## src/rtl/box_filter_convolution_assert.svh

```systemverilog
`ifndef BOX_FILTER_CONVOLUTION_ASSERT_SVH
`define BOX_FILTER_CONVOLUTION_ASSERT_SVH

// same-cycle implication, clocked on clk, off during reset
`define BFC_CHECK(label, ante, cons, msg) \
	label: assert property (@(posedge clk) disable iff (!arst_n) (ante) |-> (cons)) \
		else $error(msg);

// next-cycle implication, clocked on clk, off during reset
`define BFC_CHECK_NEXT(label, ante, cons, msg) \
	label: assert property (@(posedge clk) disable iff (!arst_n) (ante) |=> (cons)) \
		else $error(msg);

`endif

```

## src/rtl/bfc_pkg.sv

```systemverilog
package bfc_pkg;

	localparam int SAMPLE_W = 16;
	localparam int WLEN_W   = 7;
	localparam int CFG_W    = 16;
	localparam int SCALE_W  = 16;

	localparam logic              REG_WINDOW_LENGTH = 1'b0;
	localparam logic              REG_SCALE         = 1'b1;
	localparam logic [WLEN_W-1:0] WLEN_RESET        = 7'd1;
	localparam logic [SCALE_W-1:0] SCALE_RESET      = 16'hFFFF;

	typedef enum logic [1:0] {
		ST_IDLE,
		ST_ACC,
		ST_MUL,
		ST_EMIT
	} bfc_state_t;

	typedef struct packed {
		logic rd_en;
		logic wr_en;
		logic clr;
	} bfc_mem_ctrl_t;

endpackage

```

## src/rtl/box_filter_convolution.sv

```systemverilog
// Box filter: each accepted sample yields scale times the sum of itself and the
// previous L-1 samples (L = window_length, 0 read as 1, clamped to MAX_WINDOW);
// after a sample with last_in the block emits L-1 more results as zeros shift
// in, marks the final one with last_out, and clears the window. A sample is
// taken only while the block is idle. The memory read happens in the accept
// cycle, then the block steps through sum update and write-back, multiply and
// output load; each drain result passes through the same steps. The
// read-modify-write through the window memory and the registered multiplier
// set these steps. A stalled output holds the block in its output step.
// Writing window_length clears the window at once, no clearing pass is needed.
module box_filter_convolution #(
	parameter int MAX_WINDOW = 64
) (
	input  logic                          clk,
	input  logic                          arst_n,
	input  logic                          cfg_we,
	input  logic                          cfg_index,
	input  logic [bfc_pkg::CFG_W-1:0]     cfg_data,
	input  logic                          in_valid,
	output logic                          in_stall,
	input  logic [bfc_pkg::SAMPLE_W-1:0]  sample,
	input  logic                          last_in,
	output logic                          out_valid,
	input  logic                          out_stall,
	output logic [bfc_pkg::SAMPLE_W-1:0]  filtered,
	output logic                          last_out
);
	import bfc_pkg::*;

`include "box_filter_convolution_assert.svh"

	localparam int ADDR_W = $clog2(MAX_WINDOW);
	localparam int LEN_W  = $clog2(MAX_WINDOW + 1);
	localparam int IDX_W  = ADDR_W + 1;
	localparam int SUM_W  = SAMPLE_W + ADDR_W;

	bfc_state_t          state_q, state_d;
	logic [WLEN_W-1:0]   wlen_q;
	logic [SCALE_W-1:0]  scale_q;
	logic [LEN_W-1:0]    len;
	logic [ADDR_W-1:0]   wp_q;
	logic [SUM_W-1:0]    sum_q;
	logic [ADDR_W-1:0]   drain_rem_q;
	logic                final_q;
	logic [SAMPLE_W-1:0] cur_sample_q;
	logic [IDX_W-1:0]    old_raw;
	logic [ADDR_W-1:0]   old_idx;
	logic [SAMPLE_W-1:0] rd_data;
	logic [SAMPLE_W-1:0] scaled;
	logic                rd_en, wr_en, mul_en, emit, cfg_wlen, clr;
	logic                out_valid_q;
	logic [SAMPLE_W-1:0] filtered_q;
	logic                last_out_q;
	bfc_mem_ctrl_t       mem_ctrl;

	// tap count
	always_comb begin
		if (wlen_q == '0) begin
			len = LEN_W'(1);
		end else if (wlen_q > WLEN_W'(MAX_WINDOW)) begin
			len = LEN_W'(MAX_WINDOW);
		end else begin
			len = LEN_W'(wlen_q);
		end
	end

	// slot of the sample leaving the window
	assign old_raw = {1'b0, wp_q} + IDX_W'(MAX_WINDOW) - IDX_W'(len);
	assign old_idx = (old_raw >= IDX_W'(MAX_WINDOW)) ? ADDR_W'(old_raw - IDX_W'(MAX_WINDOW))
	                                                 : ADDR_W'(old_raw);

	assign cfg_wlen = cfg_we && (cfg_index == REG_WINDOW_LENGTH);
	assign clr      = cfg_wlen || (emit && final_q);

	always_ff @(posedge clk or negedge arst_n) begin
		if (!arst_n) begin
			state_q <= ST_IDLE;
		end else begin
			state_q <= state_d;
		end
	end

	always_comb begin
		state_d  = state_q;
		in_stall = 1'b1;
		rd_en    = 1'b0;
		wr_en    = 1'b0;
		mul_en   = 1'b0;
		emit     = 1'b0;
		case (state_q)
			ST_IDLE: begin
				in_stall = 1'b0;
				if (in_valid) begin
					rd_en   = 1'b1;
					state_d = ST_ACC;
				end
			end
			ST_ACC: begin
				wr_en   = 1'b1;
				state_d = ST_MUL;
			end
			ST_MUL: begin
				mul_en  = 1'b1;
				state_d = ST_EMIT;
			end
			ST_EMIT: begin
				if (!out_valid_q || !out_stall) begin
					emit = 1'b1;
					if (drain_rem_q != '0) begin
						rd_en   = 1'b1;
						state_d = ST_ACC;
					end else begin
						state_d = ST_IDLE;
					end
				end
			end
			default: begin
				state_d = ST_IDLE;
			end
		endcase
	end

	always_ff @(posedge clk or negedge arst_n) begin
		if (!arst_n) begin
			wlen_q  <= WLEN_RESET;
			scale_q <= SCALE_RESET;
		end else if (cfg_we) begin
			case (cfg_index)
				REG_WINDOW_LENGTH: wlen_q  <= cfg_data[WLEN_W-1:0];
				REG_SCALE:         scale_q <= cfg_data[SCALE_W-1:0];
				default: begin
				end
			endcase
		end
	end

	always_ff @(posedge clk or negedge arst_n) begin
		if (!arst_n) begin
			wp_q        <= '0;
			sum_q       <= '0;
			drain_rem_q <= '0;
			final_q     <= 1'b0;
		end else if (clr) begin
			wp_q        <= '0;
			sum_q       <= '0;
			drain_rem_q <= '0;
			final_q     <= 1'b0;
		end else begin
			if (state_q == ST_IDLE && in_valid) begin
				drain_rem_q <= last_in ? ADDR_W'(len - LEN_W'(1)) : '0;
				final_q     <= last_in && (len == LEN_W'(1));
			end else if (emit && drain_rem_q != '0) begin
				drain_rem_q <= drain_rem_q - ADDR_W'(1);
				final_q     <= (drain_rem_q == ADDR_W'(1));
			end
			if (wr_en) begin
				sum_q <= sum_q + SUM_W'(cur_sample_q) - SUM_W'(rd_data);
				wp_q  <= (wp_q == ADDR_W'(MAX_WINDOW - 1)) ? '0 : wp_q + ADDR_W'(1);
			end
		end
	end

	// payload of the push in flight; drain pushes shift in zeros
	always_ff @(posedge clk) begin
		if (state_q == ST_IDLE && in_valid) begin
			cur_sample_q <= sample;
		end else if (emit) begin
			cur_sample_q <= '0;
		end
	end

	assign mem_ctrl.rd_en = rd_en;
	assign mem_ctrl.wr_en = wr_en;
	assign mem_ctrl.clr   = clr;

	bfc_window_mem #(
		.DEPTH (MAX_WINDOW)
	) u_mem (
		.clk     (clk),
		.arst_n  (arst_n),
		.ctrl    (mem_ctrl),
		.rd_addr (old_idx),
		.wr_addr (wp_q),
		.wr_data (cur_sample_q),
		.rd_data (rd_data)
	);

	bfc_scale #(
		.SUM_W (SUM_W)
	) u_scale (
		.clk    (clk),
		.en     (mul_en),
		.sum    (sum_q),
		.scale  (scale_q),
		.result (scaled)
	);

	// output register
	always_ff @(posedge clk or negedge arst_n) begin
		if (!arst_n) begin
			out_valid_q <= 1'b0;
		end else if (emit) begin
			out_valid_q <= 1'b1;
		end else if (!out_stall) begin
			out_valid_q <= 1'b0;
		end
	end

	always_ff @(posedge clk) begin
		if (emit) begin
			filtered_q <= scaled;
			last_out_q <= final_q;
		end
	end

	assign out_valid = out_valid_q;
	assign filtered  = filtered_q;
	assign last_out  = last_out_q;

	`BFC_CHECK(a_no_rd_wr_same_cycle, rd_en, !wr_en, "window read and write collide")
	`BFC_CHECK(a_final_ends_drain, emit && final_q, drain_rem_q == '0, "last_out before drain end")
	`BFC_CHECK_NEXT(a_clear_after_final, emit && final_q && !cfg_wlen,
		(sum_q == '0) && (wp_q == '0) && (state_q == ST_IDLE), "window not cleared after signal")
	`BFC_CHECK(a_acc_after_read, state_q == ST_ACC, $past(rd_en), "sum update without memory read")

endmodule

```

## src/rtl/bfc_window_mem.sv

```systemverilog
module bfc_window_mem #(
	parameter int DEPTH = 64
) (
	input  logic                          clk,
	input  logic                          arst_n,
	input  bfc_pkg::bfc_mem_ctrl_t        ctrl,
	input  logic [$clog2(DEPTH)-1:0]      rd_addr,
	input  logic [$clog2(DEPTH)-1:0]      wr_addr,
	input  logic [bfc_pkg::SAMPLE_W-1:0]  wr_data,
	output logic [bfc_pkg::SAMPLE_W-1:0]  rd_data
);
	import bfc_pkg::*;

	logic [SAMPLE_W-1:0] mem [DEPTH];
	logic [DEPTH-1:0]    vld_q;
	logic [SAMPLE_W-1:0] data_q;
	logic                rd_vld_q;

	// entries that are not valid read as zero
	always_ff @(posedge clk) begin
		if (ctrl.wr_en) begin
			mem[wr_addr] <= wr_data;
		end
		if (ctrl.rd_en) begin
			data_q <= mem[rd_addr];
		end
	end

	always_ff @(posedge clk or negedge arst_n) begin
		if (!arst_n) begin
			vld_q    <= '0;
			rd_vld_q <= 1'b0;
		end else begin
			if (ctrl.clr) begin
				vld_q <= '0;
			end else if (ctrl.wr_en) begin
				vld_q[wr_addr] <= 1'b1;
			end
			if (ctrl.rd_en) begin
				rd_vld_q <= vld_q[rd_addr];
			end
		end
	end

	assign rd_data = rd_vld_q ? data_q : '0;

endmodule

```

## src/rtl/bfc_scale.sv

```systemverilog
module bfc_scale #(
	parameter int SUM_W = 22
) (
	input  logic                         clk,
	input  logic                         en,
	input  logic [SUM_W-1:0]             sum,
	input  logic [bfc_pkg::SCALE_W-1:0]  scale,
	output logic [bfc_pkg::SAMPLE_W-1:0] result
);
	import bfc_pkg::*;

	localparam int PROD_W = SUM_W + SCALE_W;

	logic [PROD_W-1:0]   prod_s1;
	logic [SUM_W-1:0]    shifted;

	always_ff @(posedge clk) begin
		if (en) begin
			prod_s1 <= PROD_W'(sum) * PROD_W'(scale);
		end
	end

	// drop the Q0.16 fraction, clamp at full scale
	assign shifted = prod_s1[PROD_W-1:SCALE_W];
	assign result  = (shifted > SUM_W'({SAMPLE_W{1'b1}})) ? {SAMPLE_W{1'b1}}
	                                                      : shifted[SAMPLE_W-1:0];

endmodule

```

## config.mk

```make
export PLATFORM = sky130hd
export DESIGN_NAME = box_filter_convolution
export DESIGN_NICKNAME = d
export VERILOG_FILES = /design/src/rtl/bfc_pkg.sv /design/src/rtl/box_filter_convolution.sv /design/src/rtl/bfc_window_mem.sv /design/src/rtl/bfc_scale.sv
export VERILOG_INCLUDE_DIRS = /design/src /design/src/rtl
export SDC_FILE = /design/constraint.sdc
export NUM_CORES = 2
export LEC_CHECK = 0
export ABC_AREA = 1
export BUFFER_PORTS_ARGS = -buffer_cell sky130_fd_sc_hd__buf_2
export CAP_MARGIN = 20
export CORE_ASPECT_RATIO = 1.1
export CORE_MARGIN = 2
export CORE_UTILIZATION = 50
export CTS_CLUSTER_DIAMETER = 50
export DETAILED_ROUTE_END_ITERATION = 7
export GPL_TIMING_DRIVEN = 0
export PLACE_DENSITY = 0.71
export SETUP_SLACK_MARGIN = 0.05
export SYNTH_ARGS = -nofsm -noshare
export SYNTH_HDL_FRONTEND = slang
export SYNTH_SLANG_ARGS = --single-unit
```

## constraint.sdc

```tcl
create_clock -name clk -period 7.2 [get_ports clk]
set_input_delay 0 -clock clk [delete_from_list [all_inputs] [get_ports clk]]
set_output_delay 0 -clock clk [all_outputs]
set_load 0.05 [all_outputs]
```

==> Word-level counts from Yosys, hierarchy flattened <==
Memories as Yosys holds them, arrays and structs flattened. A register that Yosys moved wholly into a read port is not among the register bits.
Index checks and enable logic that the tools add are counted.
W data, S select, Z words.
{ "word_totals": {"word_cells": 101, "mem_count": 1, "mem_bits_rw": 1024, "reg_bits": 197, "out_inout_bits": 19, "input_bits": 39} }
{ "mem_list": {"columns": ["name", "depth", "width", "read_ports", "rd_clocked_by_memory_dff", "write_ports", "line_no", "source"], "rows": [
  ["u_mem.mem", 64, 16, 1, 1, 1, "bfc_window_mem.sv:14", "logic [SAMPLE_W-1:0] mem [DEPTH];"]
]} }
{ "op_classes": {"n_eq_ne": 9, "add_sub_neg": 8, "reduce_logical": 19, "mux": 41, "bitwise_logic": 2, "magnitude_cmp": 6, "mul": 1} }
{ "op_table": {"columns": ["cell", "count"], "rows": [
  ["$mux W64", 2],
  ["$or A64 B64 Y64", 1],
  ["$mux W16", 3],
  ["$mux W6", 8],
  ["$mux W22", 2],
  ["$mul A22 B16 Y38", 1],
  ["$add A22 B16 Y22", 1],
  ["$gt A22 B16 Y1 const B", 1],
  ["$sub A22 B16 Y22", 1],
  ["$mux W1", 18],
  ["$sub A6 B1 Y6 const B", 3],
  ["$lt A6 B7 Y1 const B", 2],
  ["$mux W7", 2],
  ["$pmux W2 S4", 1],
  ["$add A6 B7 Y7 const B", 1],
  ["$eq A7 B1 Y1 const B", 1],
  ["$ge A7 B7 Y1 const B", 1],
  ["$gt A7 B7 Y1 const B", 1],
  ["$logic_not A7 Y1", 1],
  ["$sub A7 B7 Y7", 1],
  ["$add A6 B1 Y6 const B", 1],
  ["$bmux W1 S6", 1],
  ["$demux W1 S6", 1],
  ["$eq A6 B1 Y1 const B", 1],
  ["other kinds (17)", 30]
]} }

==> Logic depth before layout (Yosys ltp) <==
{ "logic_depth": {"ltp_word": 8, "depth_mapped": 27, "ltp_nobuf": 25} }

==> Modules after synthesis <==
A second synthesis with hierarchy kept.
{ "hier_totals": {"hier_cells": 6075, "area_unflattened_um2": 63295.7} }
{ "by_module_without_submodules": {"columns": ["module", "area_each_um2", "seq_area_each_um2", "cells_each", "instances"], "rows": [
  ["bfc_window_mem", 44654.1, 32856.5, 3693, 1],
  ["bfc_scale", 12532.0, 660.6, 1658, 1],
  ["box_filter_convolution", 6109.6, 2538.7, 724, 1]
]} }

==> Least setup slack after synthesis <==
OpenSTA, ideal clock, no wires.
{ "synth_timing": {"path_type": "register to register", "startpoint": "register sum_q[14]", "endpoint": "register u_scale.prod_s1[33] (data pin)", "setup_time_ns": 0.252, "stages_incl_launch_ff": 24, "n_path_buf": 2, "synth_period_minus_slack_ns": 5.565, "t_arrival_ns": 5.312, "required_time_ns": 6.948, "path_slack_ns": 1.635, "path_cell_list": "dfrtp_1 clkbuf_1 clkbuf_1 nand2_1 fa_1 inv_1 fa_1 inv_1 fa_1 inv_1 fa_1 fa_1 inv_1 fa_1 inv_1 ha_1 a21oi_1 o21ai_0 a21o_1 a21oi_1 or2_2 nand2_1 nand2_1 nand2_1"} }
{ "synth_via": {"elab_chain_len": 1} }
{ "synth_rtl": {"columns": ["element", "line_no", "source"], "rows": [
  ["start, declared", "box_filter_convolution.sv:42", "logic [SUM_W-1:0] sum_q;"],
  ["start signal, assigned", "box_filter_convolution.sv:157", "sum_q <= sum_q + SUM_W'(cur_sample_q) - SUM_W'(rd_data);"],
  ["$mul A22 B16 Y38", "bfc_scale.sv:19", "prod_s1 <= PROD_W'(sum) * PROD_W'(scale);"],
  ["end signal, assigned", "bfc_scale.sv:19", null],
  ["end, declared", "bfc_scale.sv:14", "logic [PROD_W-1:0] prod_s1;"]
]} }
Every way passes these cells.
A chain may end at the register's enable or synchronous reset.

==> Final worst setup path <==
{ "layout_timing": {"startpoint": "register sum_q[12]", "endpoint": "register u_scale.prod_s1[37] (data pin)"} }
Same word-level chain as after synthesis.

==> run metrics <==
CTS Buf Count=approximately 120; most frequent cells in the layout=1095 x edfxtp_1, 815 x nor2_1, 703 x inv_1, 684 x nand2_1, 627 x o21ai_0; initial cell density of the core=0.503; Routability Congestion=roughly 1; Die Ht=373 µm; Slew HR=0.239; GR Util All Layers=0.303; TritonCTS clock tree=done; Final Critical Period=6.88 ns; initial antenna violation count=5; Final setup viols=0; fillers=between 10000 and 15000; R2R Path End=u_scale.prod_s1[37]; critical path's largest stage delay=0.69 ns; commonest non-fill, non-tap cell in the layout=edfxtp_1; DRC viols=0; CTS Root Cell=clkbuf_16; Die ar.=roughly 0.13 mm²; Synth top area share=0.531; via count of the first global-routing pass=45100; input/output buffers=57; via count=45900; critical path type=reg2reg; area leader, netlist=edfxtp_1; post-synth cell types=42; Worst Setup End Kind=flip-flop; Crit Path Max Fanout=10; Finished Core Util=0.578; Yosys Warn Count=0; Worst Tran Pin Value=approximately 1.1 ns; First-pass DRT Iterations=8; layout cells sized above 1=0.0911; maximum operating frequency=between 0.1 and 0.15 GHz; CP startpoint=sum_q[12]; RSZ-0062 raised after global routing=false; Post-Route Setup TNS=0 ns; sequential area share after synthesis=0.582; antenna-violating nets left=0; #FFs+latches synth=between 1000 and 1500; reg-to-reg slack, setup=0.32 ns; footprint of the multi-input gates=around 0.022 mm²; hold_ws=around 0.082 ns; synth top area cells=edfxtp_1 53%, fa_1 9.5%, nor2_1 5.3%; CTS H-tree depth=3; Starting DRT DRC Count=between 5000 and 6000; Crit path depth=21; Final Hold Violating Endpoints=0; status=finished, final reports clean; clock sinks=between 1000 and 1500; gr ovfl total=0; Setup crit end=u_scale.prod_s1[37]; Setup Skew=0.0427 ns; Final period util=0.955; Placement Rows=135; Critical R2R Launch=sum_q[12]; Cell Chain, Critical Path=clkbuf_1 -> clkbuf_1 -> nand2_1 -> fa_1 -> inv_1 -> fa_1 -> fa_1 -> fa_1 -> fa_1 -> inv_1 -> fa_1 -> inv_1 -> ha_1 -> a21oi_1 -> o21ai_0 -> a21oi_1 -> nand3_1 -> nand2_1 -> nand2_1 -> nand2_1 -> nand2_1; Worst Path Required=between 7 and 8 ns; crit start category=flip-flop; DRT Wirelength=194000 µm; die width=between 300 and 400 µm; Cell Count, Final, Fillers Out=~7700; Syn Inst Count=5649; global-route wire length before repair=approximately 280000 µm; DR vias/cell=between 5 and 6; Area growth syn-to-layout=14.9%; Slowest-stage cell, CP=clkbuf_1; Buffers & Inverters on Critical Path=5; Worst-Skew Late Latency=between 0.7 and 0.8 ns; # IOs=slightly below 60; Reg clk slew, reported paths=0.06 ns; max-slew violation count=0; Post-CTS Setup Inserts=0; Synth Cell Area=slightly above 0.06 mm²; area of the core=0.123 mm²; routed len/inst=25.1 µm; largest net degree at the start of global routing=between 90 and 100; DP HPWL=between 100000 and 150000 µm; Crit path top cell by count=fa_1; CP delay by family, top=adder cells; max_cap viols=0; Max Root-Sink Buffers=3; Min-Delay Path Class=in2reg; Final Net Count=approximately 6500; dpl cells=about 7500; post-synthesis average cell area=11.0 µm²; register area=between 0.03 and 0.04 mm²; cell depth of the worst flop-to-flop path=21; CP Data Arrival Time=about 7.4 ns; Synth Net Count=about 6100
==> cell type report <==
class                      instances  area share
antenna                            1   0.0000352
tap                             1644      0.0289
sequential                      1221       0.507
timing repair buffer             227      0.0433
clock inverter                    81      0.0102
buffer                           327      0.0202
clock buffer                     146      0.0445
inverter                         709      0.0374
multi-input combinational       3392       0.308
==> timing repair <==
action / in CTS / in global routing
setup endpoints to repair: 0 / 5
gates resized for setup: 0 / 7
hold buffers: 61 / 0
endpoints found under the hold margin: 193 / 0
==> cells in the mapped netlist (all sizes together) <==
library cell	n
o21a	5
o221ai	256
o21ai	632
o211ai	1
buf	116
inv	709
a21o	8
nand3	298
xor2	13
a31oi	3
clkbuf	211
nor2	875
a211oi	3
mux2	9
a21oi	90
o22ai	13
nand4	9
or2	2
dfstp	17
o311ai	1
edfxtp	1095
or4	1
a22o	2
dfrtp	109
ha	144
nand2	685
a41oi	1
o21bai	2
xnor2	7
fa	294
nor3	29
nand3b	4
a21boi	5
==> kinds of logic after synthesis <==
group | Yosys count | share of synthesized area
flip-flops | 1221 | 0.582
AND/OR/NAND/NOR | 1903 | 0.123
AO/OA/AOI/OAI | 1022 | 0.0998
XOR/XNOR | 20 | 0.00295
buffers and inverters | 1036 | 0.0661
adder cells (fa/ha/maj) | 438 | 0.124
multiplexers | 9 | 0.00164
==> worst min path at each step <==
| stage | from | endpoint | slack, ns | depth (start not counted) |
|---|---|---|---|---|
| floorplan | arst_n | drain_rem_q[0] | -0.30 | 0 |
| global placement | cfg_data[8] | scale_q[8] | 0.23 | 2 |
| detailed placement | arst_n | out_valid | -0.08 | 1 |
| CTS | cfg_data[0] | wlen_q[0] | 0.008 | 4 |
| global route | cfg_data[0] | wlen_q[0] | 0.09 | 4 |
| finish | cfg_data[0] | wlen_q[0] | 0.08 | 4 |
==> worst min-delay path, delay by kind of cell <==
family	cells	cell delay, ns
buf+inv	3	0.74
compound gates	1	0.08
==> metal layers <==
| metal | part of all wire | global-route usage | wire (µm) | up-vias |
|---|---|---|---|---|
| li1 | - | - | - | 20000 |
| met1 | 0.35 | 0.366 | 68100 | 22500 |
| met2 | 0.48 | 0.498 | 92600 | 2806 |
| met3 | 0.099 | 0.0564 | 19200 | 644 |
| met4 | 0.075 | 0.196 | 14500 | 6 |
| met5 | 0.00022 | 0 | 42 | - |
==> per-stage QoR <==
step | setup WS [ns] | area, µm²
2_1_floorplan | 1.64 | 61900
3_3_place_gp | 0.241 | 64200
3_5_place_dp | 0.205 | 66600
4_1_cts | 0.173 | 71100
5_1_grt | 0.0772 | 71100
6_report | 0.324 | 71100
==> flip-flops by register name (all words and copies together), names as in the netlist, 7 cells and up <==
signal and count:
wlen_q 7, filtered 16, u_mem.data_q 16, u_scale.prod_s1 22, cur_sample_q 16, u_mem.vld_q 64, u_mem.mem 1024, scale_q 16
sum_q 22
Power is not shown: default switching activity piles up to over one toggle a cycle in this logic, so the estimate is an artifact.
